<file path="config.mk">
export PLATFORM = sky130hd
export DESIGN_NAME = mqtt_publish_packet_parser_core
export DESIGN_NICKNAME = d
export VERILOG_FILES = /design/src/hw/rtl/mqtt_pp_pkg.sv /design/src/hw/rtl/mqtt_pp_in_stage.sv /design/src/hw/rtl/mqtt_pp_parse.sv /design/src/hw/rtl/mqtt_pp_out_stage.sv /design/src/hw/rtl/mqtt_publish_packet_parser_core.sv
export SDC_FILE = /design/constraint.sdc
export NUM_CORES = 1
export LEC_CHECK = 0
export ABC_AREA = 1
export BUFFER_PORTS_ARGS = -buffer_cell sky130_fd_sc_hd__buf_2
export CAP_MARGIN = 10
export CORE_ASPECT_RATIO = 0.75
export CORE_UTILIZATION = 55
export DETAILED_ROUTE_END_ITERATION = 7
export PLACE_DENSITY = 0.75
export REMOVE_ABC_BUFFERS = 1
export SLEW_MARGIN = 20
export SYNTH_ARGS = -nofsm -noshare
export SYNTH_HDL_FRONTEND = slang
export SYNTH_SLANG_ARGS = --single-unit
</file>
<file path="constraint.sdc">
create_clock -name clock -period 13.1 [get_ports clock]
set_input_delay 1.31 -clock clock [delete_from_list [all_inputs] [get_ports clock]]
set_output_delay 1.31 -clock clock [all_outputs]
set_load 0.1 [all_outputs]
</file>
<file path="src/hw/rtl/mqtt_pp_pkg.sv">
package mqtt_pp_pkg;

   typedef enum logic [2:0] {
      PH_HEADER  = 3'd0,
      PH_LENGTH  = 3'd1,
      PH_TOPLEN  = 3'd2,
      PH_TOPIC   = 3'd3,
      PH_IDENT   = 3'd4,
      PH_PAYLOAD = 3'd5,
      PH_ERROR   = 3'd6
   } phase_type;

   // byte class tags on the result channel
   localparam logic [2:0] CLS_HEADER  = 3'd0;
   localparam logic [2:0] CLS_LENGTH  = 3'd1;
   localparam logic [2:0] CLS_TOPLEN  = 3'd2;
   localparam logic [2:0] CLS_TOPIC   = 3'd3;
   localparam logic [2:0] CLS_IDENT   = 3'd4;
   localparam logic [2:0] CLS_PAYLOAD = 3'd5;
   localparam logic [2:0] CLS_DISCARD = 3'd6;

   localparam logic [1:0] ST_OK       = 2'd0;
   localparam logic [1:0] ST_INVALID  = 2'd1;
   localparam logic [1:0] ST_PROTOCOL = 2'd2;

   localparam logic [3:0]  PUBLISH_TYPE = 4'h3;
   localparam logic [2:0]  LEN_BYTES_MAX = 3'd4;
   localparam logic [27:0] COUNT_MAX = 28'hFFF_FFFF;
   localparam int          RSP_DATA_W = 104;

   typedef struct packed {
      logic       in_last;
      logic [7:0] in_byte;
   } req_word_type;

   typedef struct packed {
      logic [2:0]  byte_class;
      logic [7:0]  data_out;
      logic        done_res;
      logic [1:0]  status;
      logic        dup_flag;
      logic [1:0]  qos_level;
      logic        retain_flag;
      logic [15:0] topic_length;
      logic [15:0] packet_ident;
      logic [27:0] remain_len;
      logic [27:0] payload_length;
   } rsp_word_type;

endpackage

</file>
<file path="src/hw/rtl/mqtt_pp_in_stage.sv">
module mqtt_pp_in_stage (
   input  logic                       clock,
   input  logic                       reset,
   input  logic                       in_valid,
   output logic                       in_ready,
   input  mqtt_pp_pkg::req_word_type  in_word,
   input  logic                       advance,
   output logic                       held_valid,
   output mqtt_pp_pkg::req_word_type  held_word
);

   logic                      valid_ff;
   logic                      valid_in;
   mqtt_pp_pkg::req_word_type word_ff;

   // take a new word when empty or when the held word moves on this cycle
   assign in_ready = !valid_ff || advance;

   always_comb begin
      valid_in = valid_ff;
      if (in_ready) begin
         valid_in = in_valid;
      end
   end

   always_ff @(posedge clock) begin
      if (reset) begin
         valid_ff <= 1'b0;
      end else begin
         valid_ff <= valid_in;
      end
   end

   always_ff @(posedge clock) begin
      if (in_valid && in_ready) begin
         word_ff <= in_word;
      end
   end

   assign held_valid = valid_ff;
   assign held_word  = word_ff;

endmodule

</file>
<file path="src/hw/rtl/mqtt_pp_parse.sv">
module mqtt_pp_parse (
   input  logic                       clock,
   input  logic                       reset,
   input  logic                       advance,
   input  mqtt_pp_pkg::req_word_type  word,
   output mqtt_pp_pkg::rsp_word_type  result
);

   mqtt_pp_pkg::phase_type phase_ff, phase_in;
   logic [3:0]  flags_ff, flags_in;
   logic [27:0] len_acc_ff, len_acc_in;
   logic [2:0]  len_cnt_ff, len_cnt_in;
   logic [15:0] top_len_ff, top_len_in;
   logic [15:0] top_cnt_ff, top_cnt_in;
   logic [15:0] ident_ff, ident_in;
   logic [27:0] pay_cnt_ff, pay_cnt_in;
   logic [1:0]  err_ff, err_in;
   logic        half_ff, half_in;

   mqtt_pp_pkg::phase_type after_topic;
   logic [7:0]  b;
   logic [2:0]  cls;
   logic [27:0] len_part;
   logic [1:0]  st;

   assign b = word.in_byte;
   assign after_topic = (flags_ff[2:1] != 2'd0) ? mqtt_pp_pkg::PH_IDENT
                                                : mqtt_pp_pkg::PH_PAYLOAD;

   always_comb begin
      unique case (len_cnt_ff[1:0])
         2'd0: len_part = {21'd0, b[6:0]};
         2'd1: len_part = {14'd0, b[6:0], 7'd0};
         2'd2: len_part = {7'd0, b[6:0], 14'd0};
         2'd3: len_part = {b[6:0], 21'd0};
         default: len_part = 28'd0;
      endcase
   end

   always_comb begin
      phase_in   = phase_ff;
      flags_in   = flags_ff;
      len_acc_in = len_acc_ff;
      len_cnt_in = len_cnt_ff;
      top_len_in = top_len_ff;
      top_cnt_in = top_cnt_ff;
      ident_in   = ident_ff;
      pay_cnt_in = pay_cnt_ff;
      err_in     = err_ff;
      half_in    = half_ff;
      cls        = mqtt_pp_pkg::CLS_DISCARD;

      unique case (phase_ff)
         mqtt_pp_pkg::PH_HEADER: begin
            cls = mqtt_pp_pkg::CLS_HEADER;
            if (b[7:4] != mqtt_pp_pkg::PUBLISH_TYPE) begin
               err_in   = mqtt_pp_pkg::ST_PROTOCOL;
               phase_in = mqtt_pp_pkg::PH_ERROR;
            end else begin
               flags_in = b[3:0];
               phase_in = mqtt_pp_pkg::PH_LENGTH;
            end
         end
         mqtt_pp_pkg::PH_LENGTH: begin
            cls = mqtt_pp_pkg::CLS_LENGTH;
            if (!len_cnt_ff[2]) begin
               len_acc_in = len_acc_ff | len_part;
            end
            len_cnt_in = len_cnt_ff + 3'd1;
            if (b[7]) begin
               // a continuation on the fourth length byte is illegal
               if (len_cnt_in >= mqtt_pp_pkg::LEN_BYTES_MAX) begin
                  err_in   = mqtt_pp_pkg::ST_PROTOCOL;
                  phase_in = mqtt_pp_pkg::PH_ERROR;
               end
            end else begin
               phase_in = mqtt_pp_pkg::PH_TOPLEN;
            end
         end
         mqtt_pp_pkg::PH_TOPLEN: begin
            cls = mqtt_pp_pkg::CLS_TOPLEN;
            if (!half_ff) begin
               top_len_in = {b, 8'd0};
               half_in    = 1'b1;
            end else begin
               top_len_in = {top_len_ff[15:8], top_len_ff[7:0] | b};
               half_in    = 1'b0;
               top_cnt_in = 16'd0;
               phase_in   = (top_len_in == 16'd0) ? after_topic
                                                  : mqtt_pp_pkg::PH_TOPIC;
            end
         end
         mqtt_pp_pkg::PH_TOPIC: begin
            cls = mqtt_pp_pkg::CLS_TOPIC;
            top_cnt_in = top_cnt_ff + 16'd1;
            if (top_cnt_in >= top_len_ff) begin
               phase_in = after_topic;
            end
         end
         mqtt_pp_pkg::PH_IDENT: begin
            cls = mqtt_pp_pkg::CLS_IDENT;
            if (!half_ff) begin
               ident_in = {b, 8'd0};
               half_in  = 1'b1;
            end else begin
               ident_in = {ident_ff[15:8], ident_ff[7:0] | b};
               half_in  = 1'b0;
               phase_in = mqtt_pp_pkg::PH_PAYLOAD;
            end
         end
         mqtt_pp_pkg::PH_PAYLOAD: begin
            cls = mqtt_pp_pkg::CLS_PAYLOAD;
            if (pay_cnt_ff < mqtt_pp_pkg::COUNT_MAX) begin
               pay_cnt_in = pay_cnt_ff + 28'd1;
            end
         end
         default: begin
            cls      = mqtt_pp_pkg::CLS_DISCARD;
            phase_in = mqtt_pp_pkg::PH_ERROR;
         end
      endcase
   end

   always_comb begin
      priority if (phase_ff == mqtt_pp_pkg::PH_HEADER) begin
         st = mqtt_pp_pkg::ST_INVALID;
      end else if (err_in != mqtt_pp_pkg::ST_OK) begin
         st = err_in;
      end else if (phase_in == mqtt_pp_pkg::PH_PAYLOAD) begin
         st = mqtt_pp_pkg::ST_OK;
      end else begin
         st = mqtt_pp_pkg::ST_INVALID;
      end
   end

   always_comb begin
      result            = '0;
      result.byte_class = cls;
      result.data_out   = b;
      if (word.in_last) begin
         result.done_res       = 1'b1;
         result.status         = st;
         result.dup_flag       = flags_in[3];
         result.qos_level      = flags_in[2:1];
         result.retain_flag    = flags_in[0];
         result.topic_length   = top_len_in;
         result.packet_ident   = (flags_in[2:1] != 2'd0) ? ident_in : 16'd0;
         result.remain_len     = len_acc_in;
         result.payload_length = pay_cnt_in;
      end
   end

   always_ff @(posedge clock) begin
      if (reset || (advance && word.in_last)) begin
         phase_ff   <= mqtt_pp_pkg::PH_HEADER;
         flags_ff   <= 4'd0;
         len_acc_ff <= 28'd0;
         len_cnt_ff <= 3'd0;
         top_len_ff <= 16'd0;
         top_cnt_ff <= 16'd0;
         ident_ff   <= 16'd0;
         pay_cnt_ff <= 28'd0;
         err_ff     <= 2'd0;
         half_ff    <= 1'b0;
      end else if (advance) begin
         phase_ff   <= phase_in;
         flags_ff   <= flags_in;
         len_acc_ff <= len_acc_in;
         len_cnt_ff <= len_cnt_in;
         top_len_ff <= top_len_in;
         top_cnt_ff <= top_cnt_in;
         ident_ff   <= ident_in;
         pay_cnt_ff <= pay_cnt_in;
         err_ff     <= err_in;
         half_ff    <= half_in;
      end
   end

endmodule

</file>
<file path="src/hw/rtl/mqtt_pp_out_stage.sv">
module mqtt_pp_out_stage (
   input  logic                       clock,
   input  logic                       reset,
   input  logic                       load,
   output logic                       load_ready,
   input  mqtt_pp_pkg::rsp_word_type  load_word,
   output logic                       out_valid,
   input  logic                       out_ready,
   output mqtt_pp_pkg::rsp_word_type  out_word
);

   logic                      valid_ff;
   logic                      valid_in;
   mqtt_pp_pkg::rsp_word_type word_ff;

   // free when empty or when the held word is taken this cycle
   assign load_ready = !valid_ff || out_ready;

   always_comb begin
      valid_in = valid_ff;
      if (load_ready) begin
         valid_in = load;
      end
   end

   always_ff @(posedge clock) begin
      if (reset) begin
         valid_ff <= 1'b0;
      end else begin
         valid_ff <= valid_in;
      end
   end

   always_ff @(posedge clock) begin
      if (load && load_ready) begin
         word_ff <= load_word;
      end
   end

   assign out_valid = valid_ff;
   assign out_word  = word_ff;

endmodule

</file>
<file path="src/hw/rtl/mqtt_publish_packet_parser_core.sv">
// A byte accepted into the input register goes on through the result register to the
// result channel. Throughput: one byte per cycle while rsp_tready holds; each byte passes
// the input register, one short parse update of the header/length/topic/ident/payload
// state, and the result register. Reset (synchronous, active high) empties both
// registers and returns the parser to expect a fixed header, as does every last byte.
module mqtt_publish_packet_parser_core (
   input  logic                            clock,
   input  logic                            reset,
   input  logic                            req_tvalid,
   output logic                            req_tready,
   input  logic [7:0]                      req_tdata,  // [7:0] in_byte
   input  logic                            req_tlast,  // in_last
   output logic                            rsp_tvalid,
   input  logic                            rsp_tready,
   // [7:0] data_out, [9:8] status, [10] dup_flag, [12:11] qos_level,
   // [13] retain_flag, [29:14] topic_length, [45:30] packet_ident,
   // [73:46] remain_len, [101:74] payload_length, [103:102] zero
   output logic [mqtt_pp_pkg::RSP_DATA_W-1:0] rsp_tdata,
   output logic [2:0]                      rsp_tuser,  // [2:0] byte_class
   output logic                            rsp_tlast   // done_res
);

   mqtt_pp_pkg::req_word_type req_word;
   mqtt_pp_pkg::req_word_type held_word;
   mqtt_pp_pkg::rsp_word_type parsed;
   mqtt_pp_pkg::rsp_word_type rsp_word;
   logic held_valid;
   logic out_free;
   logic advance;

   assign req_word.in_byte = req_tdata;
   assign req_word.in_last = req_tlast;

   // move a word from the input register into the result register
   assign advance = held_valid && out_free;

   mqtt_pp_in_stage u_in_stage (
      .clock      (clock),
      .reset      (reset),
      .in_valid   (req_tvalid),
      .in_ready   (req_tready),
      .in_word    (req_word),
      .advance    (advance),
      .held_valid (held_valid),
      .held_word  (held_word)
   );

   mqtt_pp_parse u_parse (
      .clock   (clock),
      .reset   (reset),
      .advance (advance),
      .word    (held_word),
      .result  (parsed)
   );

   mqtt_pp_out_stage u_out_stage (
      .clock      (clock),
      .reset      (reset),
      .load       (held_valid),
      .load_ready (out_free),
      .load_word  (parsed),
      .out_valid  (rsp_tvalid),
      .out_ready  (rsp_tready),
      .out_word   (rsp_word)
   );

   assign rsp_tdata = {2'b00,
                       rsp_word.payload_length,
                       rsp_word.remain_len,
                       rsp_word.packet_ident,
                       rsp_word.topic_length,
                       rsp_word.retain_flag,
                       rsp_word.qos_level,
                       rsp_word.dup_flag,
                       rsp_word.status,
                       rsp_word.data_out};
   assign rsp_tuser = rsp_word.byte_class;
   assign rsp_tlast = rsp_word.done_res;

endmodule
</file>
# Word-level counts from Yosys, hierarchy flattened
# Index checks and enable logic that the tools add are counted.
[totals]
output_inout_bits = 110
reg_bits = 234
wordCells = 101
[op_classes]
addsub = 3
eq_ne = 11
reduce_logical = 21
n_mux = 33
order_cmp = 3
bitwise_logic = 4
[op_table]
columns = ["op", "count"]
rows = [
  ["$mux 28", 4],
  ["$pmux 28 s4", 1],
  ["$mux 16", 6],
  ["$mux 95", 1],
  ["$pmux 3 s6", 2],
  ["$pmux 16 s2", 1],
  ["$add 28x1->28 const B", 1],
  ["$lt 28x28->1 const B", 1],
  ["$or 28x28->28", 1],
  ["$mux 3", 7],
  ["$add 16x1->16 const B", 1],
  ["$ge 16x16->1", 1],
  ["$logic_not 16->1", 1],
  ["$or 8x8->8", 2],
  ["$mux 2", 5],
  ["$eq 3x3->1 const B", 3],
  ["$mux 4", 2],
  ["$reduce_bool 2->1", 4],
  ["$eq 3x2->1 const B", 2],
  ["$reduce_and 2->1", 3],
  ["$eq 2x2->1 const B", 2],
  ["$ne 4x2->1 const B", 1],
  ["$pmux 2 s2", 1],
  ["$reduce_or 2->1", 2],
  ["other kinds (13)", 20],
]

# Longest topological paths before layout
[logic_depth]
ltp_word = 10
ltp_mapped = 19

# Modules after synthesis
# A second synthesis with hierarchy kept.
[hier_totals]
hier_cells = 1252
hier_area_um2 = 11078.1
[by_module_without_submodules]
columns = ["module", "seq_area_each_um2", "cells_each", "area_per_inst_um2", "instances"]
rows = [
  ["mqtt_pp_parse", 2342.2, 1120, 7503.4, 1],
  ["mqtt_pp_out_stage", 3203.1, 112, 3230.6, 1],
  ["mqtt_pp_in_stage", 290.3, 15, 317.8, 1],
  ["mqtt_publish_packet_parser_core", 0.0, 5, 26.3, 1],
]

# Least setup slack after synthesis
# Ideal clock, no wire load.
[synth_path]
path_kind = "input to register"
startpoint = "in rsp_tready"
endpoint = "reg u_out_stage.word_ff (netlist bit u_out_stage.out_word[0]) (enable)"
cell_stages = 6
arrival_ns = 4.933
n_path_buf = 2
slack_ns = 7.655
setup_ns = 0.512
cell_sequence = "inv_2 nand2_1 nand2_1 inv_2 clkbuf_1 clkbuf_1"
[synth_via]
elab_chain_cells = 2
[synth_lines]
columns = ["item", "line_no", "rtl"]
rows = [
  ["from (decl)", "mqtt_publish_packet_parser_core.sv:14", "input logic rsp_tready,"],
  ["$logic_or 1x1->1", "mqtt_pp_out_stage.sv:17", "assign load_ready = !valid_ff || out_ready;"],
  ["$logic_and 1x1->1", "-", ""],
  ["named net advance", "mqtt_publish_packet_parser_core.sv:29", "logic advance;"],
  ["to (signal assigned)", "mqtt_pp_out_stage.sv:36", "word_ff <= load_word;"],
  ["to (decl)", "mqtt_pp_out_stage.sv:14", "mqtt_pp_pkg::rsp_word_type word_ff;"],
]
# The timed path passes the listed nets, and every way through them passes these cells.
# A chain may end at the register's enable or synchronous reset.

# Worst setup path after layout
[layout_path]
startpoint = "in rsp_tready"
endpoint = "reg u_parse.pay_cnt_ff[23]"
[layout_via]
elab_chain_cells = 4
[layout_lines]
columns = ["item", "line_no", "rtl"]
rows = [
  ["$logic_or 1x1->1 *", "mqtt_pp_out_stage.sv:17", ""],
  ["$logic_and 1x1->1 *", "mqtt_publish_packet_parser_core.sv:35", "assign advance = held_valid && out_free;"],
  ["$logic_and 1x1->1", "mqtt_pp_parse.sv:154", "if (reset || (advance && word.in_last)) begin"],
  ["$logic_or 1x1->1", "mqtt_pp_parse.sv:154", ""],
  ["to (signal assigned)", "mqtt_pp_parse.sv:173", "pay_cnt_ff <= pay_cnt_in;"],
  ["to (decl)", "mqtt_pp_parse.sv:16", "logic [27:0] pay_cnt_ff, pay_cnt_in;"],
]
# Mark *: on every way between the ends. The rest lies on a longest branch, timed or not.

==> results.yml <==
sta:
  tns_ps: 0
  maxSlewHeadroom: 0.3321
  hold_slack_ps: 452.3
  final_hold_viol_count: 0
  rsz0062_at_grt: "no"
  worstMarginPinSlew_ps: 1001
  timing.final.crit_share: 0.2615
  setup_viol: 0
  max_freq_mhz: 291.9
  min_period_ps: 3425
  skew_ps: 9.411
  slew_violations: 0
placement:
  io_buffers: 120
  dpl.hpwl_mm: 17.58
  dp_cells: 1659
  gp_congestion: 0.9726
drt:
  drt_wl_total_mm: 26.55
  route.met2.wl_mm: 11.57
  wl_met3_mm: 1.942
  drt_iter0_drc: 902
  m1WireLength_mm: 12.48
  routedWlPerCell_um: 15.61
  via_count: 9289
  highest_layer: "met4"
  ant_nets: 0
  drc: 0
  drtPass1Iterations: 5
  avgViaCountPerCell: 5.461
worst_hold_path:
  hold_end: "u_parse.err_ff[0]$_SDFFE_PP0P_"
  min_path_cells: 2
  hp-class: "flip-flop to flip-flop"
  hold_path.startpoint: "u_parse.err_ff[0]$_SDFFE_PP0P_"
clock_tree:
  postCtsSetupRepairBufs: 0
  clkTransAtPathRegs_ps: 70
  cts_buffers: 23
  root_buffer: "clkbuf_16"
  cts.sinks: 234
  cts_resized: 0
  clock_path_buffers: 3
  htreeDepth: 1
  clkLatencyLatePin_ps: 510
  cts_tree: "done"
  cts.hold.buffers_added: 0
critical_path:
  critical_path_class: "primary input to flip-flop"
  reg2reg_slack_ps: 9770
  cp_max_fo: 76
  r2r-end: "u_out_stage.out_word[92]$_SDFFCE_PN0P_"
  arrival_ps: 3820
  end_kind: "flip-flop"
  reg2reg_from: "u_parse.top_cnt_ff[0]$_SDFFE_PP0P_"
  startpoint_type: "primary input"
  required_ps: 13500
  r2r_cells: 16
power_and_ir_drop:
  p_int_uw: 1238
  clkPwrFrac: 0.382
  power.switching_uw: 513.1
  p_leak_uw: 0.005363
  power_density_nw_per_um2: 138.3
  p_comb_frac: 0.148
  sequentialPowerShare: 0.470
  p_sw_frac: 0.2930
  ir_worst_vdd_uv: 102.2
yosys:
  ys_seq_elements: 234
  synth_flop_cell: "dfxtp_1"
  yosysUniqueCellTypes: 43
  synthArstFlopShare: 0
  yosys_warnings: 0
  synth_edf_count: 115
  netlist_area_um2: 11190
  syn_avg_cell_area_um2: 8.365
  synth_cells: 1338
  yosysSeqAreaShare: 0.5214
grt:
  grt_max_degree: 84
  grt_pass1_wl_mm: 42.96
  grt_pass1_vias: 8509
  overflow: 0
  grt_usage: 0.2538
  antenna_found_initial: 0
floorplanning:
  die_y_um: 125.5
  die_x_um: 166.7
  initial_core_util: 0.5695
  io_pins: 123
  core_um2: 19650
  std_cell_rows: 44
  dieArea_um2: 20930
layout:
  fin_util: 0.6441
  nNetsFinal: 1466
  drive_above_1_share: 0.1588
  finalNonFillerCells: 1701
  n_antenna_cell: 0
  syn_to_final_growth_pct: 13.10
  fillerInstances: 1627
job:
  drv_cap: 0
run_status:
  outcome: "finished clean"
-- worst max-delay path: stages --
cell      delay [ps]
buf_2             80
inv_2             30
nand2_1           70
nand2_2           90
inv_6            300
buf_4            720
buf_4            750
nand3_1          180
o211ai_1         140
inv_1             50
-- sequential cells by signal, indices dropped and copies added, names as in the netlist --
name                   flops
u_out_stage.out_word     106
u_parse.len_acc_ff        28
u_parse.pay_cnt_ff        28
u_parse.ident_ff          16
u_parse.top_cnt_ff        16
u_parse.top_len_ff        16
u_in_stage.held_word       9
u_parse.flags_ff           4
u_parse.len_cnt_ff         3
u_parse.phase_ff           3
u_parse.err_ff             2
u_in_stage.held_valid      1
u_out_stage.out_valid      1
u_parse.half_ff            1
-- per-layer routing --
layer	track usage	vias to the layer above
li1	-	4572
met1	0.3742	4288
met2	0.3851	385
met3	0.04274	44
met4	0.07026	0
met5	0	-
-- metrics by stage --
stage / setup slack, ps / total power [uW] / area (um^2)
6_report: 9675 / 1751 / 12660
3_3_place_gp: 9263 / 1091 / 11900
3_5_place_dp: 9163 / 1095 / 11900
5_1_grt: 9439 / 1814 / 12660
2_1_floorplan: 6239 / 1042 / 10930
4_1_cts: 9686 / 1759 / 12660
-- logic make-up after synthesis --
family / count (synthesis) / synth area share
simple gates: 494 / 0.1963
compound gates: 279 / 0.1361
buf+inv: 279 / 0.09793
flops: 234 / 0.5214
xor+xnor: 29 / 0.02336
fa+ha+maj: 22 / 0.02459
other cells: 1 / 0.0003351
-- layout by cell type, fill, tap and decap left out, drive strengths merged --
master,Yosys,layout
a211oi,1,1
a21oi,113,113
a221oi,1,1
a31o,1,1
a31oi,22,22
and2,7,7
buf,21,126
bufinv,0,2
clkbuf,38,34
clkinv,0,4
clkinvlp,0,1
conb,1,2
dfxtp,119,119
edfxtp,115,115
ha,22,22
inv,220,221
nand2,196,196
nand3,56,56
nand3b,5,5
nand4,17,17
nor2,193,193
nor3,16,16
nor3b,1,1
nor4,3,3
o2111ai,1,1
o211ai,21,21
o21ai,111,111
o22ai,8,8
xnor2,5,5
xor2,24,24
-- area by class of cell --
class / instances / area, um^2 / share of cell area
clock inverters: 8 / 103.9 / 0.008204
repair buffers: 126 / 645.6 / 0.05100
flip-flops and latches: 234 / 5836 / 0.4610
multi-input cells: 826 / 4269 / 0.3373
inverters: 220 / 830.8 / 0.06563
well taps: 253 / 316.6 / 0.02501
clock buffers: 34 / 656.9 / 0.05189
-- worst max-delay path by stage --
| stage | from | endpoint | slack [ps] | cells after the start |
|---|---|---|---|---|
| 2_1_floorplan | rsp_tready | u_parse.err_ff[1]$_SDFFE_PP0P_ | 6240 | 9 |
| 3_3_place_gp | rsp_tready | u_parse.phase_ff[1]$_SDFFE_PP0P_ | 9260 | 10 |
| 3_5_place_dp | rsp_tready | u_parse.pay_cnt_ff[23]$_SDFFE_PP0P_ | 9160 | 10 |
| 4_1_cts | rsp_tready | u_parse.pay_cnt_ff[23]$_SDFFE_PP0P_ | 9690 | 10 |
| 5_1_grt | rsp_tready | u_parse.pay_cnt_ff[23]$_SDFFE_PP0P_ | 9440 | 10 |
| 6_report | rsp_tready | u_parse.pay_cnt_ff[23]$_SDFFE_PP0P_ | 9670 | 10 |
-- synth_stat cells, types with 23 or more instances --
cell / n / area share
a21oi_1: 113 / 0.051
nand3_1: 55 / 0.025
nand2_1: 192 / 0.064
clkbuf_1: 38 / 0.013
inv_1: 196 / 0.066
edfxtp_1: 115 / 0.31
o21ai_0: 69 / 0.031
inv_2: 24 / 0.0080
dfxtp_1: 119 / 0.21
xor2_1: 23 / 0.018
o21ai_1: 36 / 0.016
nor2_1: 169 / 0.057
-- power groups by stage --
stage	registers [uW]	clock network (uW)	logic (uW)
2_1_floorplan	938	0	104
3_3_place_gp	837	0	253
4_1_cts	823	678	259
5_1_grt	826	710	279
3_5_place_dp	838	0	257
6_report	823	668	260
(Power assumes the default switching activity.)
